`src/rtl/lsrt_pkg.sv`:
```
`timescale 1ns / 1ps
package lsrt_pkg;

  localparam int SLOTS      = 8;
  localparam int PAGE_SHIFT = 13;
  localparam int PAGE_W     = 36;
  localparam int LIMIT_W    = 48;
  localparam int RZ_W       = 12;
  localparam int CFG_IDX_W  = 1;
  localparam int CFG_DATA_W = LIMIT_W;
  localparam int SLOT_AW    = (SLOTS > 1) ? $clog2(SLOTS) : 1;
  // Leftover byte size and the release threshold, compared at a common width.
  localparam int BYTES_W    = PAGE_W + PAGE_SHIFT;
  localparam int THR_W      = LIMIT_W + 1;
  localparam int CMP_W      = (BYTES_W > THR_W) ? BYTES_W : THR_W;

  localparam logic [LIMIT_W-1:0] LIMIT_RESET = LIMIT_W'(262144);
  localparam logic [RZ_W-1:0]    RZ_RESET    = RZ_W'(16);

  localparam logic [CFG_IDX_W-1:0] CFG_SMALL_LIMIT = CFG_IDX_W'(0);
  localparam logic [CFG_IDX_W-1:0] CFG_REDZONE     = CFG_IDX_W'(1);

  localparam logic CMD_ADD   = 1'b0;
  localparam logic CMD_ALLOC = 1'b1;

  typedef logic [PAGE_W-1:0]  page_t;
  typedef logic [SLOT_AW-1:0] slot_idx_t;

  typedef struct packed {
    logic  command;
    page_t span_start;
    page_t span_length;
    page_t request_pages;
  } in_word_t;

  typedef struct packed {
    logic  ok;
    page_t granted_start;
    page_t granted_length;
    logic  dropped_valid;
    page_t dropped_start;
    page_t dropped_length;
  } out_word_t;

  typedef struct packed {
    page_t start;
    page_t length;
  } span_t;

  typedef struct packed {
    logic      clear;
    logic      cmp_vld;
    logic      is_alloc;
    logic      slot_vld;
    slot_idx_t cmp_idx;
  } scan_ctl_t;

  typedef struct packed {
    logic      found;
    slot_idx_t idx;
    page_t     start;
    page_t     length;
  } scan_best_t;

  typedef enum logic [2:0] {
    ST_IDLE,
    ST_SCAN,
    ST_DRAIN,
    ST_DECIDE,
    ST_SPLIT
  } state_t;

endpackage

```
`src/rtl/lsrt_span_ram.sv`:
```
`timescale 1ns / 1ps
module lsrt_span_ram (
  input  logic               clk,
  input  logic               we,
  input  lsrt_pkg::slot_idx_t waddr,
  input  lsrt_pkg::span_t    wdata,
  input  lsrt_pkg::slot_idx_t raddr,
  output lsrt_pkg::span_t    rdata
);

  lsrt_pkg::span_t mem [lsrt_pkg::SLOTS];
  lsrt_pkg::span_t rdata_r;

  always_ff @(posedge clk) begin
    if (we) begin
      mem[waddr] <= wdata;
    end
  end

  always_ff @(posedge clk) begin
    rdata_r <= mem[raddr];
  end

  assign rdata = rdata_r;

endmodule

```
`src/rtl/lsrt_scan.sv`:
```
`timescale 1ns / 1ps
module lsrt_scan (
  input  logic                  clk,
  input  lsrt_pkg::scan_ctl_t   ctl,
  input  lsrt_pkg::span_t       rdata,
  input  lsrt_pkg::page_t       request,
  output lsrt_pkg::scan_best_t  best
);

  lsrt_pkg::scan_best_t best_r, best_nxt;
  logic take;

  // Add looks for the first smallest span, allocate for the first largest
  // valid span that covers the request; strict compares keep the first one.
  always_comb begin
    if (ctl.is_alloc) begin
      take = ctl.slot_vld && (rdata.length >= request) &&
             (!best_r.found || (rdata.length > best_r.length));
    end else begin
      take = !best_r.found || (rdata.length < best_r.length);
    end
    best_nxt = best_r;
    if (ctl.clear) begin
      best_nxt.found = 1'b0;
    end else if (ctl.cmp_vld && take) begin
      best_nxt.found  = 1'b1;
      best_nxt.idx    = ctl.cmp_idx;
      best_nxt.start  = rdata.start;
      best_nxt.length = rdata.length;
    end
  end

  always_ff @(posedge clk) begin
    best_r <= best_nxt;
  end

  assign best = best_r;

endmodule

```
`src/rtl/large_span_reuse_table.sv`:
```
`timescale 1ns / 1ps
// An add into a table with an empty slot, or a zero request, gives its
// result in the cycle after acceptance. Any other command scans the slot
// memory one entry per cycle, then DRAIN and DECIDE, and SPLIT for a split.
// One command at a time: busy is high while a scan is in progress and falls
// as its result word is issued; the next command can be accepted then.
// Reset (synchronous, rst_n low) empties the table and restores the register
// defaults; the result strobe cannot be stalled by the receiver.
module large_span_reuse_table (
  input  logic                             clk,
  input  logic                             rst_n,
  input  logic                             start,
  output logic                             busy,
  input  lsrt_pkg::in_word_t               in_item,
  output logic                             out_valid,
  output lsrt_pkg::out_word_t              out_item,
  input  logic                             cfg_we,
  input  logic [lsrt_pkg::CFG_IDX_W-1:0]   cfg_index,
  input  logic [lsrt_pkg::CFG_DATA_W-1:0]  cfg_wdata
);

  localparam lsrt_pkg::slot_idx_t LAST = lsrt_pkg::SLOT_AW'(lsrt_pkg::SLOTS - 1);

  lsrt_pkg::state_t   state_r, state_nxt;
  lsrt_pkg::slot_idx_t idx_r, idx_nxt;
  lsrt_pkg::slot_idx_t cmp_idx_r, cmp_idx_nxt;
  logic               cmp_vld_r, cmp_vld_nxt;
  logic [lsrt_pkg::SLOTS-1:0] valid_r, valid_nxt;
  lsrt_pkg::in_word_t cmd_r, cmd_nxt;
  logic [lsrt_pkg::LIMIT_W-1:0] limit_r;
  logic [lsrt_pkg::RZ_W-1:0]    rz_r;
  lsrt_pkg::page_t    rest_start_r, rest_start_nxt;
  lsrt_pkg::page_t    rest_len_r, rest_len_nxt;
  logic [lsrt_pkg::THR_W-1:0] thresh_r, thresh_nxt;
  logic               out_valid_r, out_valid_nxt;
  lsrt_pkg::out_word_t out_r, out_nxt;

  logic               ram_we;
  lsrt_pkg::slot_idx_t ram_waddr;
  lsrt_pkg::span_t    ram_wdata;
  lsrt_pkg::span_t    ram_rdata;
  lsrt_pkg::scan_ctl_t scan_ctl;
  lsrt_pkg::scan_best_t best;
  logic               scan_clear;
  logic               has_empty;
  lsrt_pkg::slot_idx_t first_empty;
  logic [lsrt_pkg::CMP_W-1:0] rest_bytes;
  logic               accept;

  lsrt_span_ram u_ram (
    .clk   (clk),
    .we    (ram_we),
    .waddr (ram_waddr),
    .wdata (ram_wdata),
    .raddr (idx_r),
    .rdata (ram_rdata)
  );

  assign scan_ctl.clear    = scan_clear;
  assign scan_ctl.cmp_vld  = cmp_vld_r;
  assign scan_ctl.is_alloc = (cmd_r.command == lsrt_pkg::CMD_ALLOC);
  assign scan_ctl.slot_vld = valid_r[cmp_idx_r];
  assign scan_ctl.cmp_idx  = cmp_idx_r;

  lsrt_scan u_scan (
    .clk     (clk),
    .ctl     (scan_ctl),
    .rdata   (ram_rdata),
    .request (cmd_r.request_pages),
    .best    (best)
  );

  always_comb begin
    has_empty   = ~&valid_r;
    first_empty = '0;
    for (int i = lsrt_pkg::SLOTS - 1; i >= 0; i--) begin
      if (!valid_r[i]) begin
        first_empty = lsrt_pkg::SLOT_AW'(i);
      end
    end
  end

  assign rest_bytes = lsrt_pkg::CMP_W'(rest_len_r) << lsrt_pkg::PAGE_SHIFT;
  assign accept     = start && (state_r == lsrt_pkg::ST_IDLE);

  always_comb begin
    state_nxt      = state_r;
    idx_nxt        = idx_r;
    cmp_vld_nxt    = (state_r == lsrt_pkg::ST_SCAN);
    cmp_idx_nxt    = idx_r;
    valid_nxt      = valid_r;
    cmd_nxt        = cmd_r;
    rest_start_nxt = rest_start_r;
    rest_len_nxt   = rest_len_r;
    thresh_nxt     = thresh_r;
    out_valid_nxt  = 1'b0;
    out_nxt        = out_r;
    ram_we         = 1'b0;
    ram_waddr      = best.idx;
    ram_wdata      = '0;
    scan_clear     = 1'b0;

    case (state_r)
      lsrt_pkg::ST_IDLE: begin
        if (start) begin
          cmd_nxt = in_item;
          if (in_item.command == lsrt_pkg::CMD_ADD && has_empty) begin
            ram_we                 = 1'b1;
            ram_waddr              = first_empty;
            ram_wdata.start        = in_item.span_start;
            ram_wdata.length       = in_item.span_length;
            valid_nxt[first_empty] = 1'b1;
            out_valid_nxt          = 1'b1;
            out_nxt                = '0;
            out_nxt.ok             = 1'b1;
          end else if (in_item.command == lsrt_pkg::CMD_ALLOC &&
                       in_item.request_pages == '0) begin
            out_valid_nxt = 1'b1;
            out_nxt       = '0;
          end else begin
            scan_clear = 1'b1;
            idx_nxt    = '0;
            state_nxt  = lsrt_pkg::ST_SCAN;
          end
        end
      end
      lsrt_pkg::ST_SCAN: begin
        if (idx_r == LAST) begin
          state_nxt = lsrt_pkg::ST_DRAIN;
        end else begin
          idx_nxt = idx_r + 1'b1;
        end
      end
      lsrt_pkg::ST_DRAIN: begin
        // The last entry is compared in this cycle.
        state_nxt = lsrt_pkg::ST_DECIDE;
      end
      lsrt_pkg::ST_DECIDE: begin
        state_nxt     = lsrt_pkg::ST_IDLE;
        out_valid_nxt = 1'b1;
        out_nxt       = '0;
        if (cmd_r.command == lsrt_pkg::CMD_ADD) begin
          if (cmd_r.span_length > best.length) begin
            ram_we                 = 1'b1;
            ram_wdata.start        = cmd_r.span_start;
            ram_wdata.length       = cmd_r.span_length;
            out_nxt.ok             = 1'b1;
            out_nxt.dropped_valid  = 1'b1;
            out_nxt.dropped_start  = best.start;
            out_nxt.dropped_length = best.length;
          end
        end else if (best.found) begin
          out_nxt.ok             = 1'b1;
          out_nxt.granted_start  = best.start;
          out_nxt.granted_length = cmd_r.request_pages;
          if (best.length == cmd_r.request_pages) begin
            valid_nxt[best.idx] = 1'b0;
          end else begin
            // Hold the result back to size up the leftover in ST_SPLIT.
            out_valid_nxt  = 1'b0;
            state_nxt      = lsrt_pkg::ST_SPLIT;
            rest_start_nxt = best.start + cmd_r.request_pages;
            rest_len_nxt   = best.length - cmd_r.request_pages;
            thresh_nxt     = lsrt_pkg::THR_W'(limit_r) +
                             (lsrt_pkg::THR_W'(rz_r) << 1);
          end
        end
      end
      lsrt_pkg::ST_SPLIT: begin
        state_nxt     = lsrt_pkg::ST_IDLE;
        out_valid_nxt = 1'b1;
        // Byte size minus two redzones at or below the limit, or negative.
        if (rest_bytes <= lsrt_pkg::CMP_W'(thresh_r)) begin
          valid_nxt[best.idx]    = 1'b0;
          out_nxt.dropped_valid  = 1'b1;
          out_nxt.dropped_start  = rest_start_r;
          out_nxt.dropped_length = rest_len_r;
        end else begin
          ram_we           = 1'b1;
          ram_wdata.start  = rest_start_r;
          ram_wdata.length = rest_len_r;
        end
      end
      default: begin
        state_nxt = lsrt_pkg::ST_IDLE;
      end
    endcase
  end

  always_ff @(posedge clk) begin
    if (!rst_n) begin
      state_r     <= lsrt_pkg::ST_IDLE;
      valid_r     <= '0;
      cmp_vld_r   <= 1'b0;
      out_valid_r <= 1'b0;
      idx_r       <= '0;
    end else begin
      state_r     <= state_nxt;
      valid_r     <= valid_nxt;
      cmp_vld_r   <= cmp_vld_nxt;
      out_valid_r <= out_valid_nxt;
      idx_r       <= idx_nxt;
    end
  end

  always_ff @(posedge clk) begin
    cmp_idx_r    <= cmp_idx_nxt;
    cmd_r        <= cmd_nxt;
    rest_start_r <= rest_start_nxt;
    rest_len_r   <= rest_len_nxt;
    thresh_r     <= thresh_nxt;
    out_r        <= out_nxt;
  end

  always_ff @(posedge clk) begin
    if (!rst_n) begin
      limit_r <= lsrt_pkg::LIMIT_RESET;
      rz_r    <= lsrt_pkg::RZ_RESET;
    end else if (cfg_we) begin
      if (cfg_index == lsrt_pkg::CFG_SMALL_LIMIT) begin
        limit_r <= cfg_wdata[lsrt_pkg::LIMIT_W-1:0];
      end
      if (cfg_index == lsrt_pkg::CFG_REDZONE) begin
        rz_r <= cfg_wdata[lsrt_pkg::RZ_W-1:0];
      end
    end
  end

  assign busy      = (state_r != lsrt_pkg::ST_IDLE);
  assign out_valid = out_valid_r;
  assign out_item  = out_r;

`ifndef SYNTH
  a_result_follows_work: assert property (@(posedge clk) disable iff (!rst_n)
    out_valid |-> $past(busy) || $past(accept))
    else $error("result word without a command in progress");

  a_grant_matches_request: assert property (@(posedge clk) disable iff (!rst_n)
    out_valid && out_item.ok && (cmd_r.command == lsrt_pkg::CMD_ALLOC) |->
      out_item.granted_length == cmd_r.request_pages)
    else $error("granted length differs from the request");

  a_drop_needs_ok: assert property (@(posedge clk) disable iff (!rst_n)
    out_valid && out_item.dropped_valid |-> out_item.ok)
    else $error("span dropped by a failed command");

  a_scan_in_order: assert property (@(posedge clk) disable iff (!rst_n)
    (state_r == lsrt_pkg::ST_SCAN) && (idx_r != LAST) |=> idx_r == $past(idx_r) + 1'b1)
    else $error("scan skipped a slot");
`endif

endmodule

```
`config.mk`:
```
export PLATFORM = sky130hd
export DESIGN_NAME = large_span_reuse_table
export DESIGN_NICKNAME = d
export VERILOG_FILES = /design/src/rtl/lsrt_pkg.sv /design/src/rtl/lsrt_span_ram.sv /design/src/rtl/lsrt_scan.sv /design/src/rtl/large_span_reuse_table.sv
export SDC_FILE = /design/constraint.sdc
export NUM_CORES = 2
export LEC_CHECK = 0
export ABC_AREA = 0
export BUFFER_PORTS_ARGS = -buffer_cell sky130_fd_sc_hd__buf_2
export CAP_MARGIN = 20
export CORE_MARGIN = 3
export CORE_UTILIZATION = 44
export CTS_CLUSTER_SIZE = 24
export DETAILED_ROUTE_END_ITERATION = 8
export PLACE_DENSITY = 0.58
export RECOVER_POWER = 50
export SLEW_MARGIN = 40
export SYNTH_ARGS = -nofsm -noshare
export SYNTH_HDL_FRONTEND = slang
export SYNTH_SLANG_ARGS = --single-unit
```
`constraint.sdc`:
```
create_clock -name clk -period 16.5 [get_ports clk]
set_clock_uncertainty 0.15 [all_clocks]
set_input_delay 1.65 -clock clk [delete_from_list [all_inputs] [get_ports clk]]
set_output_delay 1.65 -clock clk [all_outputs]
set_load 0.02 [all_outputs]
```
==> summary by stage <==
Run status
The run finished, with violations left. The checks that failed: capacitance limit, slew limit.

Final layout
In the final layout, the share of cells above drive strength 1 is 0.1362. The total number of nets in the final design is 4010. Relative to the synthesized area, the layout overhead comes to 14.21%. Leaving out fill and tap cells, the most frequent cell in the layout is edfxtp_1. The post-route non-filler standard cell count is 5226. In the layout the commonest cells are edfxtp_1, clkbuf_1, ha_1.

STA
The final number of hold-violating endpoints is 0. Setup violations remaining at the end of the flow were counted as 0. The fmax is approximately 0.11 GHz. The post-route fraction of the period consumed by the critical path is 0.5568.

The number of max-slew violations in the final report is 822. The worst slew margin relative to its limit is -2.354. Adding up every negative setup slack in the final design gives 0 ns.

Setup repair after global routing left no endpoint under its margin. For the finished layout, the period the worst path requires is 9.188 ns. The slew at the pin closest to its max-slew limit is between 5 and 6 ns. The post-route worst setup slack is 7.312 ns.

Floorplan
In this run the horizontal extent of the chip is 344.8 um. The chip height is 344.8 um. The floorplan step defined a die boundary enclosing between 0.1 and 0.15 mm^2. The core region is 0.1131 mm^2. The initial core utilization is 0.4464. The floorplan has around 120 rows.

Pin placement for this block handled 310 I/O pins.

Power
The share of total power dissipated in combinational logic is 0.065. The worst ir drop on vdd is 0.00008845 V. The power per cell area is 114.9 mW/mm^2.

The share of total power consumed by net switching is 0.2216. For this design the total switching power over the nets is 1.469 mW. Of the total power, the clock network draws 0.426.

The internal power of the cells totals 5.160 mW. Of the total power, registers draw 0.508. For this design the static power due to leakage is 20.59 nW.

Clock network
No sink is reached through more buffers than the 3 on the longest clock path. The CTS tree is done. The H-tree generated during clock tree synthesis spans 3 levels.

Hold repair after CTS inserted 0 buffers. The tree is rooted in a clkbuf_16. Gates resized during post-CTS repair numbered 0. Once the clock tree was built, the setup fixing pass inserted 0 buffers. The later pin in the worst-skew pair is clocked with a latency of just over 0.7 ns. The clock input transition at the sequential cells of the worst setup and hold paths is 0.06 ns.

The clock sink count is roughly 1.2k. Counting the buffers created by CTS gives 120.

Yosys
After synthesis, the cell types taking the most area are edfxtp_1, mux4_2, dfxtp_1. Averaged over all synthesized cells, the footprint is 15.47 um^2. The most used flip-flop cell after synthesis is edfxtp_1. The number of distinct standard cells referenced by the synthesized netlist is a little under 70. The number of nets produced by synthesis is 3657.

The share of synthesized area in the top cell type comes to 0.6107. The combined area of all synthesized cells is 0.05050 mm^2. The most area-hungry cell type in the Yosys netlist is edfxtp_1. In this run, synthesis inferred 1027 flip-flops with an integrated enable. Yosys printed 0 warnings.

For this run, the register share of the synthesized area comes to 0.6710. Synthesis produced a netlist whose cell count is approximately 3.3k. The post-synthesis sequential element count is 1179. The proportion of register bits with asynchronous set or reset after synthesis is 0.

Routing
In the routed design, unresolved DRC markers number 0. Dividing the detail-routed wire length by the instance count gives about 27 um. The post-detailed-routing wire length is about 140000 um.

For this block, the via count after detailed routing is 30.28k. The pre-antenna-repair detailed-routing pass consisted of 6 iterations. The number of design-rule violations left by the first detailed-router iteration is 3345. The per-cell via count in the routed design is 5.794. The count of nets left with antenna violations once routing finished came out at 0.

Global routing
The number of global-route vias before repair was 29.32k. The initial antenna violation count is 12. The global routing stage identified its most utilized layer as met2. The wire length of the first global-routing pass is 203600 um. The global router's overall resource usage is 0.2376. The pin count of the biggest net entering global routing is 74.

The met1 layer usage reported by global route is 0.3362. The met3 track utilization from global routing is 0.05345. The remaining global-route overflow is 0.

The global routing usage on met2 is 0.3645.

Critical path
STA classifies the critical path endpoint as a flop. The critical path data required time is approximately 17 ns. The critical path is of the in -> reg type. The maximum fanout along the worst path is 46. The family with the most delay on the worst path is simple AND/OR/NAND/NOR gates. The largest individual stage delay along the critical path comes from the cell and2_0. Traced cell by cell, the critical path runs through clkbuf_1, and2_0, clkbuf_1, and2_0, clkbuf_1, nor3_1, nand2b_1, nor2_1, a311oi_1. The sort of element at the start of the critical path is an input port. The cell occurring most often along the worst timing path is clkbuf_1. The largest stage delay on the critical path is 2.25 ns. Together, buffers and inverters on the worst path number 3.

STA puts the critical path data arrival time at 9.49 ns. The worst register-to-register path has a setup slack of 7.84 ns.

Job
The number of maximum-capacitance violations is 21.

Placed design
The worst slack after detailed placement is 11.15 ns. Summed over all nets, the half-perimeter wirelength after detailed placement is about 99000 um. Once placement completed, the tool counted placed cells totaling between 4k and 5k. At the end of routability-driven placement, the weighted congestion stood at 0.8657. Buffers placed on the I/O ports in this run total just over 300.

Min path
The worst hold path belongs to the class reg -> reg.
cell type report:
cell class	instances	area, um^2
flip-flops and latches	1179	33880
inverters	141	529.3
repair buffers	364	1617
diodes	3	7.507
clock inverters	55	725.7
multi-input cells	1811	15640
fillers	9524	55440
well taps	1500	1877
clock buffers	173	3395
synth_stat cells, types with 6 or more instances:
master	count
nand4_1	46
nand3_1	46
buf_1	22
nor2b_1	17
and2_1	51
and3_1	88
nor2_1	81
a21boi_0	22
nand2_1	203
a221o_1	74
xor2_1	41
clkbuf_1	95
o21ai_0	57
edfxtp_1	1027
a21o_1	96
a2111oi_0	6
inv_1	141
nand2b_1	16
o21a_1	14
nor4_1	16
mux4_2	146
o21bai_1	8
nor3_1	77
mux2_2	72
xnor2_1	64
dfxtp_1	152
a22o_1	73
ha_1	228
a211oi_1	7
a31oi_1	12
o211ai_1	13
or3_1	7
a21oi_1	144
nor4b_1	6
buf_2	16
and4_1	7
cells by family after synthesis:
| family | count (synthesis) | synth area share |
|---|---|---|
| adder cells (fa/ha/maj) | 231 | 0.05768 |
| AND/OR/NAND/NOR | 678 | 0.06809 |
| XOR/XNOR | 105 | 0.01821 |
| multiplexers | 221 | 0.08177 |
| flip-flops | 1179 | 0.6710 |
| buffers and inverters | 274 | 0.02076 |
| AO/OA/AOI/OAI | 576 | 0.08249 |
layer usage:
metal / share of wire / vias to the layer above
met3: 0.085 / 202
li1: - / 13510
met2: 0.46 / 1203
met4: 0.033 / 2
met5: 0.000091 / -
met1: 0.43 / 15370
flip-flops by register name, summed over array words and instances (netlist names):
register / flops
u_scan.best: 76
thresh_r: 49
u_ram.mem: 576
limit_r: 48
cmp_idx_nxt: 3
out_item: 146
rest_start_r: 36
cmp_vld_r: 1
out_valid: 1
rz_r: 12
u_ram.rdata: 72
state_r: 3
cmp_idx_r: 3
valid_r: 8
cmd_r: 109
rest_len_r: 36
path summary, 6_finish.rpt:
path | endpoint | start | cells after the start
setup / recovery | valid_r[1] | start | 9
setup reg to reg | valid_r[1] | state_r[2] | 9
hold / removal | u_scan.best[52] | u_ram.rdata[52] | 0
hold reg to reg | u_scan.best[52] | u_ram.rdata[52] | 0
power by group through the flow:
stage	Sequential [mW]	Clock [mW]	Combinational, mW
global route	3.37	2.99	0.471
global placement	3.43	0	0.431
detailed placement	3.43	0	0.439
CTS	3.37	2.88	0.442
finish	3.37	2.83	0.433
floorplan	3.43	0	0.262
stage by stage:
stage	hold slack, ns	util	instance area, um^2	power, mW
floorplan	0.2029	-	50500	3.689
global placement	0.2359	0.4762	53870	3.862
detailed placement	0.2387	0.4777	54030	3.868
CTS	0.2515	0.5141	58150	6.683
global route	0.2557	0.5098	57670	6.837
finish	0.2528	0.5098	57670	6.629
No activity file was read; power rests on OpenSTA's default activity.
